### config.mk
export PLATFORM = sky130hd
export DESIGN_NAME = wall_standard_utc_time_expand_top
export DESIGN_NICKNAME = d
export VERILOG_FILES = /design/src/rtl/core/wsute_pkg.sv /design/src/rtl/core/wall_standard_utc_time_expand_top.sv
export SDC_FILE = /design/constraint.sdc
export NUM_CORES = 1
export LEC_CHECK = 0
export ABC_AREA = 0
export CAP_MARGIN = 40
export CORE_UTILIZATION = 66
export CTS_CLUSTER_DIAMETER = 80
export DETAILED_ROUTE_END_ITERATION = 6
export DONT_BUFFER_PORTS = 1
export GPL_TIMING_DRIVEN = 0
export PLACE_DENSITY_LB_ADDON = 0.25
export SYNTH_ARGS = -nofsm -noshare
export SYNTH_HDL_FRONTEND = slang
export SYNTH_SLANG_ARGS = --single-unit
### constraint.sdc
create_clock -name i_clk -period 7.5 [get_ports i_clk]
set_clock_uncertainty 0.15 [all_clocks]
set_input_delay 1.125 -clock i_clk [delete_from_list [all_inputs] [get_ports i_clk]]
set_output_delay 1.125 -clock i_clk [all_outputs]
set_load 0.1 [all_outputs]
### src/rtl/core/wsute_pkg.sv
// Package for the wall/standard/UTC time expander: beat widths, kind codes,
// date type and Gregorian day-stepping functions. No dependencies.
`default_nettype none

package wsute_pkg;

    localparam int IN_TDATA_W  = 64;   // 60 payload bits, padded to bytes
    localparam int IN_TUSER_W  = 2;
    localparam int OUT_TDATA_W = 112;  // 111 payload bits, padded to bytes
    localparam int YEAR_W      = 14;
    localparam int MONTH_W     = 4;
    localparam int DAY_W       = 5;
    localparam int MIN_IN_W    = 13;
    localparam int OFS_W       = 12;
    localparam int MIN_OUT_W   = 14;
    localparam int SUM_W       = 15;   // headroom for the raw minute sums

    localparam logic signed [SUM_W-1:0] ONE_DAY = 15'sd1440;

    // Result minutes always fall within this band: raw sums span
    // -8192..8191, and one normalization moves them by a day.
    localparam logic signed [MIN_OUT_W-1:0] MIN_OUT_LO = -14'sd6752;
    localparam logic signed [MIN_OUT_W-1:0] MIN_OUT_HI = 14'sd6751;

    typedef enum logic [1:0] {
        KIND_WALL = 2'd0,
        KIND_STD  = 2'd1,
        KIND_UTC  = 2'd2
    } t_kind;

    typedef struct packed {
        logic [DAY_W-1:0]   day;
        logic [MONTH_W-1:0] month;
        logic [YEAR_W-1:0]  year;
    } t_date;

    // Leap test without a divider: y%100 and y%400 reduce to y/4 being a
    // multiple of 25, checked through the inverse of 25 modulo 2^12.
    function automatic logic is_leap(input logic [YEAR_W-1:0] y);
        logic [11:0] q;
        logic [11:0] p;
        logic        div25;
        q     = y[13:2];
        p     = q * 12'd3113;
        div25 = (p <= 12'd163);
        return (y[1:0] == 2'd0) && (!div25 || (y[3:2] == 2'd0));
    endfunction

    // Out-of-range months count as 31 days long.
    function automatic logic [DAY_W-1:0] month_days(input logic [MONTH_W-1:0] m,
                                                    input logic leap);
        logic [DAY_W-1:0] n;
        case (m)
            4'd2:    n = leap ? 5'd29 : 5'd28;
            4'd4:    n = 5'd30;
            4'd6:    n = 5'd30;
            4'd9:    n = 5'd30;
            4'd11:   n = 5'd30;
            default: n = 5'd31;
        endcase
        return n;
    endfunction

    function automatic t_date step_fwd(input t_date d, input logic leap);
        t_date r;
        r = d;
        if (d.day < month_days(d.month, leap)) begin
            r.day = d.day + 5'd1;
        end else begin
            r.day = 5'd1;
            if (d.month >= 4'd12) begin
                r.month = 4'd1;
                r.year  = d.year + 14'd1;
            end else begin
                r.month = d.month + 4'd1;
            end
        end
        return r;
    endfunction

    // Stepping back across a year always lands on December 31, so only the
    // current year's leap flag is needed.
    function automatic t_date step_back(input t_date d, input logic leap);
        t_date r;
        r = d;
        if (d.day > 5'd1) begin
            r.day = d.day - 5'd1;
        end else if (d.month <= 4'd1) begin
            r.month = 4'd12;
            r.year  = d.year - 14'd1;
            r.day   = month_days(4'd12, leap);
        end else begin
            r.month = d.month - 4'd1;
            r.day   = month_days(d.month - 4'd1, leap);
        end
        return r;
    endfunction

endpackage

`default_nettype wire

### src/rtl/core/wall_standard_utc_time_expand_top.sv
// Top level of the wall/standard/UTC time expander: stream in, stream out.
// Depends on wsute_pkg for widths, kind codes and day-stepping functions.
`default_nettype none

// Path: an accepted input beat passes the input register and then the result
//   register before its result beat appears on the output.
// Throughput: 1 beat per cycle unless the output stalls; the input register
//   refills while a result waits, so ready drops only when both are full.
// Reset: synchronous, active low; clears both valid flags, payload is kept.
module wall_standard_utc_time_expand_top (
    input  wire logic                              i_clk,
    input  wire logic                              i_rst_n,
    // Input beat
    input  wire logic                              i_s_tvalid,
    output logic                                   o_s_tready,
    // tdata, low bit up: year[13:0], month[17:14], day[22:18],
    // minute_of_day[35:23], utc_offset[47:36], dst_delta[59:48], zero pad
    input  wire logic [wsute_pkg::IN_TDATA_W-1:0]  i_s_tdata,
    // tuser: time_kind[1:0]
    input  wire logic [wsute_pkg::IN_TUSER_W-1:0]  i_s_tuser,
    // Result beat
    output logic                                   o_m_tvalid,
    input  wire logic                              i_m_tready,
    // tdata, low bit up: wall_year[13:0], wall_month[17:14], wall_day[22:18],
    // wall_minutes[36:23], std_year[50:37], std_month[54:51],
    // std_day[59:55], std_minutes[73:60], utc_year[87:74],
    // utc_month[91:88], utc_day[96:92], utc_minutes[110:97], zero pad
    output logic [wsute_pkg::OUT_TDATA_W-1:0]      o_m_tdata
);
    import wsute_pkg::*;

    // Input register
    logic                   r_in_vld;
    logic [IN_TDATA_W-1:0]  r_in_data;
    logic [IN_TUSER_W-1:0]  r_in_kind;

    // Result register
    logic                   r_out_vld;
    logic [OUT_TDATA_W-1:0] r_out_data;
    logic [OUT_TDATA_W-1:0] n_out_data;

    logic s_acc;
    logic out_adv;
    logic move;

    // Output slot is free, or is emptied this cycle.
    assign out_adv    = !r_out_vld || i_m_tready;
    assign move       = r_in_vld && out_adv;
    assign o_s_tready = !r_in_vld || out_adv;
    assign s_acc      = i_s_tvalid && o_s_tready;

    always_ff @(posedge i_clk) begin
        if (!i_rst_n) begin
            r_in_vld <= 1'b0;
        end else if (s_acc) begin
            r_in_vld <= 1'b1;
        end else if (move) begin
            r_in_vld <= 1'b0;
        end
    end

    // Capture the beat on accept, hold otherwise.
    always_ff @(posedge i_clk) begin
        if (s_acc) begin
            r_in_data <= i_s_tdata;
            r_in_kind <= i_s_tuser;
        end
    end

    // Field decode of the registered beat
    t_date                        in_date;
    logic signed [SUM_W-1:0]      t_min;
    logic signed [SUM_W-1:0]      t_ofs;
    logic signed [SUM_W-1:0]      t_dst;
    logic signed [SUM_W-1:0]      ofs_dst;
    logic                         leap;
    t_date                        date_fwd;
    t_date                        date_back;

    assign in_date.year  = r_in_data[13:0];
    assign in_date.month = r_in_data[17:14];
    assign in_date.day   = r_in_data[22:18];
    assign t_min   = {{(SUM_W-MIN_IN_W){r_in_data[35]}}, r_in_data[35:23]};
    assign t_ofs   = {{(SUM_W-OFS_W){r_in_data[47]}}, r_in_data[47:36]};
    assign t_dst   = {{(SUM_W-OFS_W){r_in_data[59]}}, r_in_data[59:48]};
    assign ofs_dst = t_ofs + t_dst;

    // All three tuples share the input date, so one forward and one backward
    // step serve every tuple; each only picks among them.
    assign leap      = is_leap(in_date.year);
    assign date_fwd  = step_fwd(in_date, leap);
    assign date_back = step_back(in_date, leap);

    // Index 0 wall, 1 standard, 2 UTC
    logic signed [SUM_W-1:0]     raw_min  [3];
    logic signed [SUM_W-1:0]     norm_min [3];
    t_date                       out_date [3];

    // Move the minutes into each time scale: std = utc + offset,
    // wall = std + delta. Unknown kind codes count as wall time.
    always_comb begin
        case (t_kind'(r_in_kind))
            KIND_STD: begin
                raw_min[0] = t_min + t_dst;
                raw_min[1] = t_min;
                raw_min[2] = t_min - t_ofs;
            end
            KIND_UTC: begin
                raw_min[0] = t_min + ofs_dst;
                raw_min[1] = t_min + t_ofs;
                raw_min[2] = t_min;
            end
            default: begin
                raw_min[0] = t_min;
                raw_min[1] = t_min - t_dst;
                raw_min[2] = t_min - ofs_dst;
            end
        endcase
    end

    // Normalize each tuple once: a full day or more either way steps the date.
    always_comb begin
        for (int i = 0; i < 3; i++) begin
            if (raw_min[i] <= -ONE_DAY) begin
                out_date[i] = date_back;
                norm_min[i] = raw_min[i] + ONE_DAY;
            end else if (raw_min[i] >= ONE_DAY) begin
                out_date[i] = date_fwd;
                norm_min[i] = raw_min[i] - ONE_DAY;
            end else begin
                out_date[i] = in_date;
                norm_min[i] = raw_min[i];
            end
        end
    end

    assign n_out_data = {1'b0,
                         norm_min[2][MIN_OUT_W-1:0], out_date[2],
                         norm_min[1][MIN_OUT_W-1:0], out_date[1],
                         norm_min[0][MIN_OUT_W-1:0], out_date[0]};

    always_ff @(posedge i_clk) begin
        if (!i_rst_n) begin
            r_out_vld <= 1'b0;
        end else if (out_adv) begin
            r_out_vld <= r_in_vld;
        end
    end

    // Load a result only when the slot advances; hold while stalled.
    always_ff @(posedge i_clk) begin
        if (move) begin
            r_out_data <= n_out_data;
        end
    end

    assign o_m_tvalid = r_out_vld;
    assign o_m_tdata  = r_out_data;

endmodule

`default_nettype wire

# Word level (Yosys, flattened, before mapping)
# Cells that the tools add are included.
dict set report word_totals {
  inputBits 70
  regBits 175
  word_cells 88
}
dict set report op_classes {
  eq_ne 12
  n_mux 26
  n_mul 1
  addsub 19
  n_reduce_logical 14
  n_lt_le_gt_ge 11
}
# cell n
set op_table {}
lappend op_table {{$mux W23} 6}
lappend op_table {{$mux W14} 8}
lappend op_table {{$pmux W45 S2} 1}
lappend op_table {{$ge A15 B12 Y1 const B} 3}
lappend op_table {{$le A15 B12 Y1 const B} 3}
lappend op_table {{$add A14 B12 Y14 const B} 3}
lappend op_table {{$sub A14 B12 Y14 const B} 3}
lappend op_table {{$mux W18} 2}
lappend op_table {{$add A13 B12 Y14} 2}
lappend op_table {{$sub A13 B12 Y14} 2}
lappend op_table {{$eq A4 B3 Y1 const B} 4}
lappend op_table {{$eq A4 B4 Y1 const B} 4}
lappend op_table {{$add A13 B13 Y14} 1}
lappend op_table {{$add A14 B1 Y14 const B} 1}
lappend op_table {{$sub A13 B13 Y14} 1}
lappend op_table {{$sub A14 B1 Y14 const B} 1}
lappend op_table {{$add A12 B12 Y13} 1}
lappend op_table {{$le A12 B8 Y1 const B} 1}
lappend op_table {{$mul A12 B11 Y12 const B} 1}
lappend op_table {{$mux W5} 2}
lappend op_table {{$mux W9} 1}
lappend op_table {{$eq A4 B2 Y1 const B} 2}
lappend op_table {{$pmux W2 S2} 2}
lappend op_table {{$reduce_or A4 Y1} 2}
lappend op_table {{17 further kinds} 26}

# Logic depth before layout (Yosys ltp)
dict set report depth {
  word_depth 11
  depth_mapped 27
  mapped_depth_nobuf 24
}

# Worst setup path after synthesis
# Ideal clock, no wire load.
dict set report synth_path {
  path_type {input port to flip-flop}
  startpoint {in i_m_tready}
  endpoint {reg r_out_data[0] (netlist: o_m_tdata[0]) (enable)}
  cell_stages 2
  t_required_ns 6.755
  n_path_buf 0
  path_slack_ns 0.642
  t_arrival_ns 6.113
  path_cell_list {nor2b_1 > nor2b_1}
}
dict set report synth_via {
  elab_chain_len 2
}
# item line
set synth_rtl {}
lappend synth_rtl {{start, declared} wall_standard_utc_time_expand_top.sv:23} ;# input wire logic i_m_tready,
lappend synth_rtl {{$logic_or A1 B1 Y1} wall_standard_utc_time_expand_top.sv:47} ;# assign out_adv = !r_out_vld || i_m_tready;
lappend synth_rtl {{$logic_and A1 B1 Y1} wall_standard_utc_time_expand_top.sv:48} ;# assign move = r_in_vld && out_adv;
lappend synth_rtl {{net move} wall_standard_utc_time_expand_top.sv:44} ;# logic move;
lappend synth_rtl {{end signal, assigned} wall_standard_utc_time_expand_top.sv:153} ;# r_out_data <= n_out_data;
lappend synth_rtl {{end, declared} wall_standard_utc_time_expand_top.sv:39} ;# logic [OUT_TDATA_W-1:0] r_out_data;
# The timed path passes the listed nets, and every way through them passes these cells.
# A chain may end at the register's enable or synchronous reset.

# Worst setup path after layout
dict set report layout_path {
  startpoint {reg r_in_kind[0]}
  endpoint {reg r_out_data[47] (netlist: o_m_tdata[47]) (data pin)}
}
dict set report layout_via {
  elab_chain_len 5
  word_cells_on_any_way 7
  cone_classes {order compare: 2; eq/ne: 2; mux: 3}
}
# item line
set layout_rtl {}
lappend layout_rtl {{start, declared} wall_standard_utc_time_expand_top.sv:35} ;# logic [IN_TUSER_W-1:0] r_in_kind;
lappend layout_rtl {{start signal, assigned} wall_standard_utc_time_expand_top.sv:66} ;# r_in_kind <= i_s_tuser;
lappend layout_rtl {{$eq A2 B2 Y1 or $eq A2 B1 Y1 (tied branches)} wall_standard_utc_time_expand_top.sv:102} ;# case (t_kind'(r_in_kind))
lappend layout_rtl {{$pmux W45 S2 *} wall_standard_utc_time_expand_top.sv:102}
lappend layout_rtl {{$ge A15 B12 Y1} wall_standard_utc_time_expand_top.sv:127} ;# end else if (raw_min[i] >= ONE_DAY) begin
lappend layout_rtl {{$mux W23} wall_standard_utc_time_expand_top.sv:127}
lappend layout_rtl {{$mux W23 *} wall_standard_utc_time_expand_top.sv:124} ;# if (raw_min[i] <= -ONE_DAY) begin
lappend layout_rtl {{net n_out_data[47]} wall_standard_utc_time_expand_top.sv:40} ;# logic [OUT_TDATA_W-1:0] n_out_data;
# The timed path passes the listed nets; every way through them passes the cells marked *.

==> results.toml <==
[floorplan]
initial_core_util = 0.673
die_h_um = 145
rows = 52
fp.dieArea_um2 = 21100
core_um2 = 20200
chipWidth_um = 145
ios = 184

[sta]
period_share = 0.918
tns_ns = 0
max_freq_ghz = 0.145
slew_headroom = 0.339
setup_viol = 0
rsz0062_at_grt = "false"
setup_slack_ns = 0.618
min_period_ns = 6.88
worst_pin_slew_ns = 0.982
finalHoldViolations = 0
report.final.slew_viol_count = 0

[clock_tree]
ctsRootBufferMaster = "clkbuf_16"
post_cts_buffers = 0
numCtsBuffers = 17
cts_resized = 0
insertion_delay_ns = 0.44
clkTransAtPathRegs_ns = 0.08
ctsHoldBuffers = 0
cts_buffer_depth = 2
htree_levels = 4
cts_sinks = 175
cts_tree = "done"

[synthesis]
syn_inst = 1402
yosysWarnings = 0
yosysSeqAreaShare = 0.386
synth_flop_cell = "edfxtp_1"
synth_edf_count = 173
ys_types = 103
syn-cell-area_um2 = 13600
muxShareOfSynthArea = 0.0280
synthXorXnorAreaFrac = 0.0535
synth_simple_gate_area_frac = 0.153
syn_avg_cell_area_um2 = 9.68
syn_nets = 1584
synth-seq-cells = 175
synth-compound-area-share = 0.226
synth_top_family_by_area = "compound AO/OA/AOI/OAI gates"
synth_fa_ha_area_frac = 0.109
async_flop_share = 0

[setup_path]
cp-end-kind = "flop"
crit_path_start_kind = "flop"
crit_chain = "inv_1 -> ha_1 -> buf_2 -> buf_1 -> nand2_1 -> nand2_1 -> ha_1 -> inv_1 -> fa_1 -> nor2b_1 -> o31a_1 -> o21ai_0 -> mux2_2 -> or2_2 -> inv_1 -> ha_1 -> o2111ai_1 -> a2111oi_1 -> o211ai_1 -> a21oi_2 -> o31ai_4 -> clkbuf_1 -> o211ai_1 -> o311ai_1"
worstPathRequired_ns = 7.51
crit_fanout = 10
crit_type = "flop to flop"
cpLargestDelayFamily = "compound AO/OA/AOI/OAI gates"
slowest_delay_ns = 0.70
worst-path-buf-inv = 6
cp_data_arrival_time_ns = 6.90
cp_slowest_cell = "a2111oi_1"

[placement]
placed_area_um2 = 14600
numPortBuffers = 0
dp_worst_setup_slack_ns = 0.899
gp_congestion = 0.991
hpwlAfterDp_um = 29700

[route]
antenna_left = 0
drtIter0Drc = 1558
drc = 0
dr.pass1.iters = 7
drt-wirelength-per-cell_um = 23.2
vias = 12300
wirelength_um = 40700
vias_per_cell = 7.00

[finish]
areaGrowthSynthToFinish_pct = 14.7
final_common_cell = "edfxtp_1"
nNetsFinal = 1651
final_cell_area_um2 = 15600
drive_above_1_share = 0.109
n_fill_cell = 1318
final_cell_mix = "edfxtp_1, nand2_1, nor2_1, ha_1, a21oi_1"

[grt]
grt_first_pass_wirelength_um = 61700
track_usage = 0.377
grt_pass1_vias = 11400
grt_max_degree = 63
overflow = 0
grt_antenna_before_repair = 1

[power]
finalPower_w = 0.00427
power.leakage_nw = 5.91
power.density_nw_per_um2 = 275
peakVddDrop_uv = 212

[flow_run]
maxCapViolCount = 0

[run_status]
outcome = "finished clean"

[min_path]
worstHoldPathType = "flop to flop"
-- cell type report --
type	instances	area, um2	share of cell area
buffer	66	299	0.0192
tap	270	338	0.0217
sequential	175	5240	0.336
multi-input combinational	1079	7740	0.497
clock inverter	15	195	0.0125
clock buffer	17	425	0.0273
inverter	82	308	0.0198
timing repair buffer	48	1020	0.0657
antenna	2	5.00	0.000321
-- sequential cells by signal, indices dropped and copies added (netlist names) --
signal      cells
r_in_data      60
o_m_tdata     111
o_m_tvalid      1
r_in_kind       2
r_in_vld        1
-- synth_stat cells (all sizes together) (19+ instances only) --
cell      n  share of area
o22ai    31          0.014
nand2   116          0.032
xnor2    65          0.042
a21oi    87          0.033
edfxtp  173           0.38
o21ai    81          0.031
o31ai    22          0.014
o211ai   26          0.014
inv      79          0.022
ha      102          0.094
nor3     41          0.018
buf      33          0.013
mux2i    20          0.015
nand3    26          0.010
nor2b    19         0.0088
clkbuf   33         0.0091
nor2    106          0.030
-- cells by family (layout without fill, tap and decap cells) --
logic type / count (synthesis) / after routing
other: 1 / 3
AOI/OAI and AO/OA: 437 / 437
buffers and inverters: 148 / 228
DFF: 175 / 175
xor gates and xnor gates: 82 / 82
muxes: 36 / 36
adders and majority gates: 112 / 112
and+or+nand+nor: 411 / 411
-- power breakdown --
| part | switching [W] | total, W | internal [W] |
|---|---|---|---|
| sequential | 0.000366 | 0.00160 | 0.00123 |
| clock | 0.000448 | 0.000929 | 0.000482 |
| combinational | 0.00114 | 0.00175 | 0.000615 |
| total | 0.00195 | 0.00427 | 0.00233 |
-- path summary, 6_finish.rpt --
check        slack [ns]  depth (start not counted)         start       endpoint
min                0.40                          1      r_in_vld     o_m_tvalid
min reg2reg        0.40                          1      r_in_vld     o_m_tvalid
max reg2reg        0.62                         24  r_in_kind[0]  o_m_tdata[47]
max                0.62                         24  r_in_kind[0]  o_m_tdata[47]
-- metal layers --
layer / global-route usage / up-vias / part of all wire
li1: - / 5489 / -
met5: 0 / - / 0
met3: 0.0752 / 160 / 0.11
met2: 0.590 / 858 / 0.45
met4: 0.172 / 0 / 0.041
met1: 0.509 / 5773 / 0.39
-- metrics by stage --
stage                util  hold slack (ns)  instances
detailed placement  0.723            0.389       1706
global route        0.772            0.423       1752
global placement    0.690            0.347       1672
finish              0.772            0.399       1754
floorplan               -            0.327       1402
CTS                 0.754            0.407       1738
No activity file was read; power rests on OpenSTA's default activity.
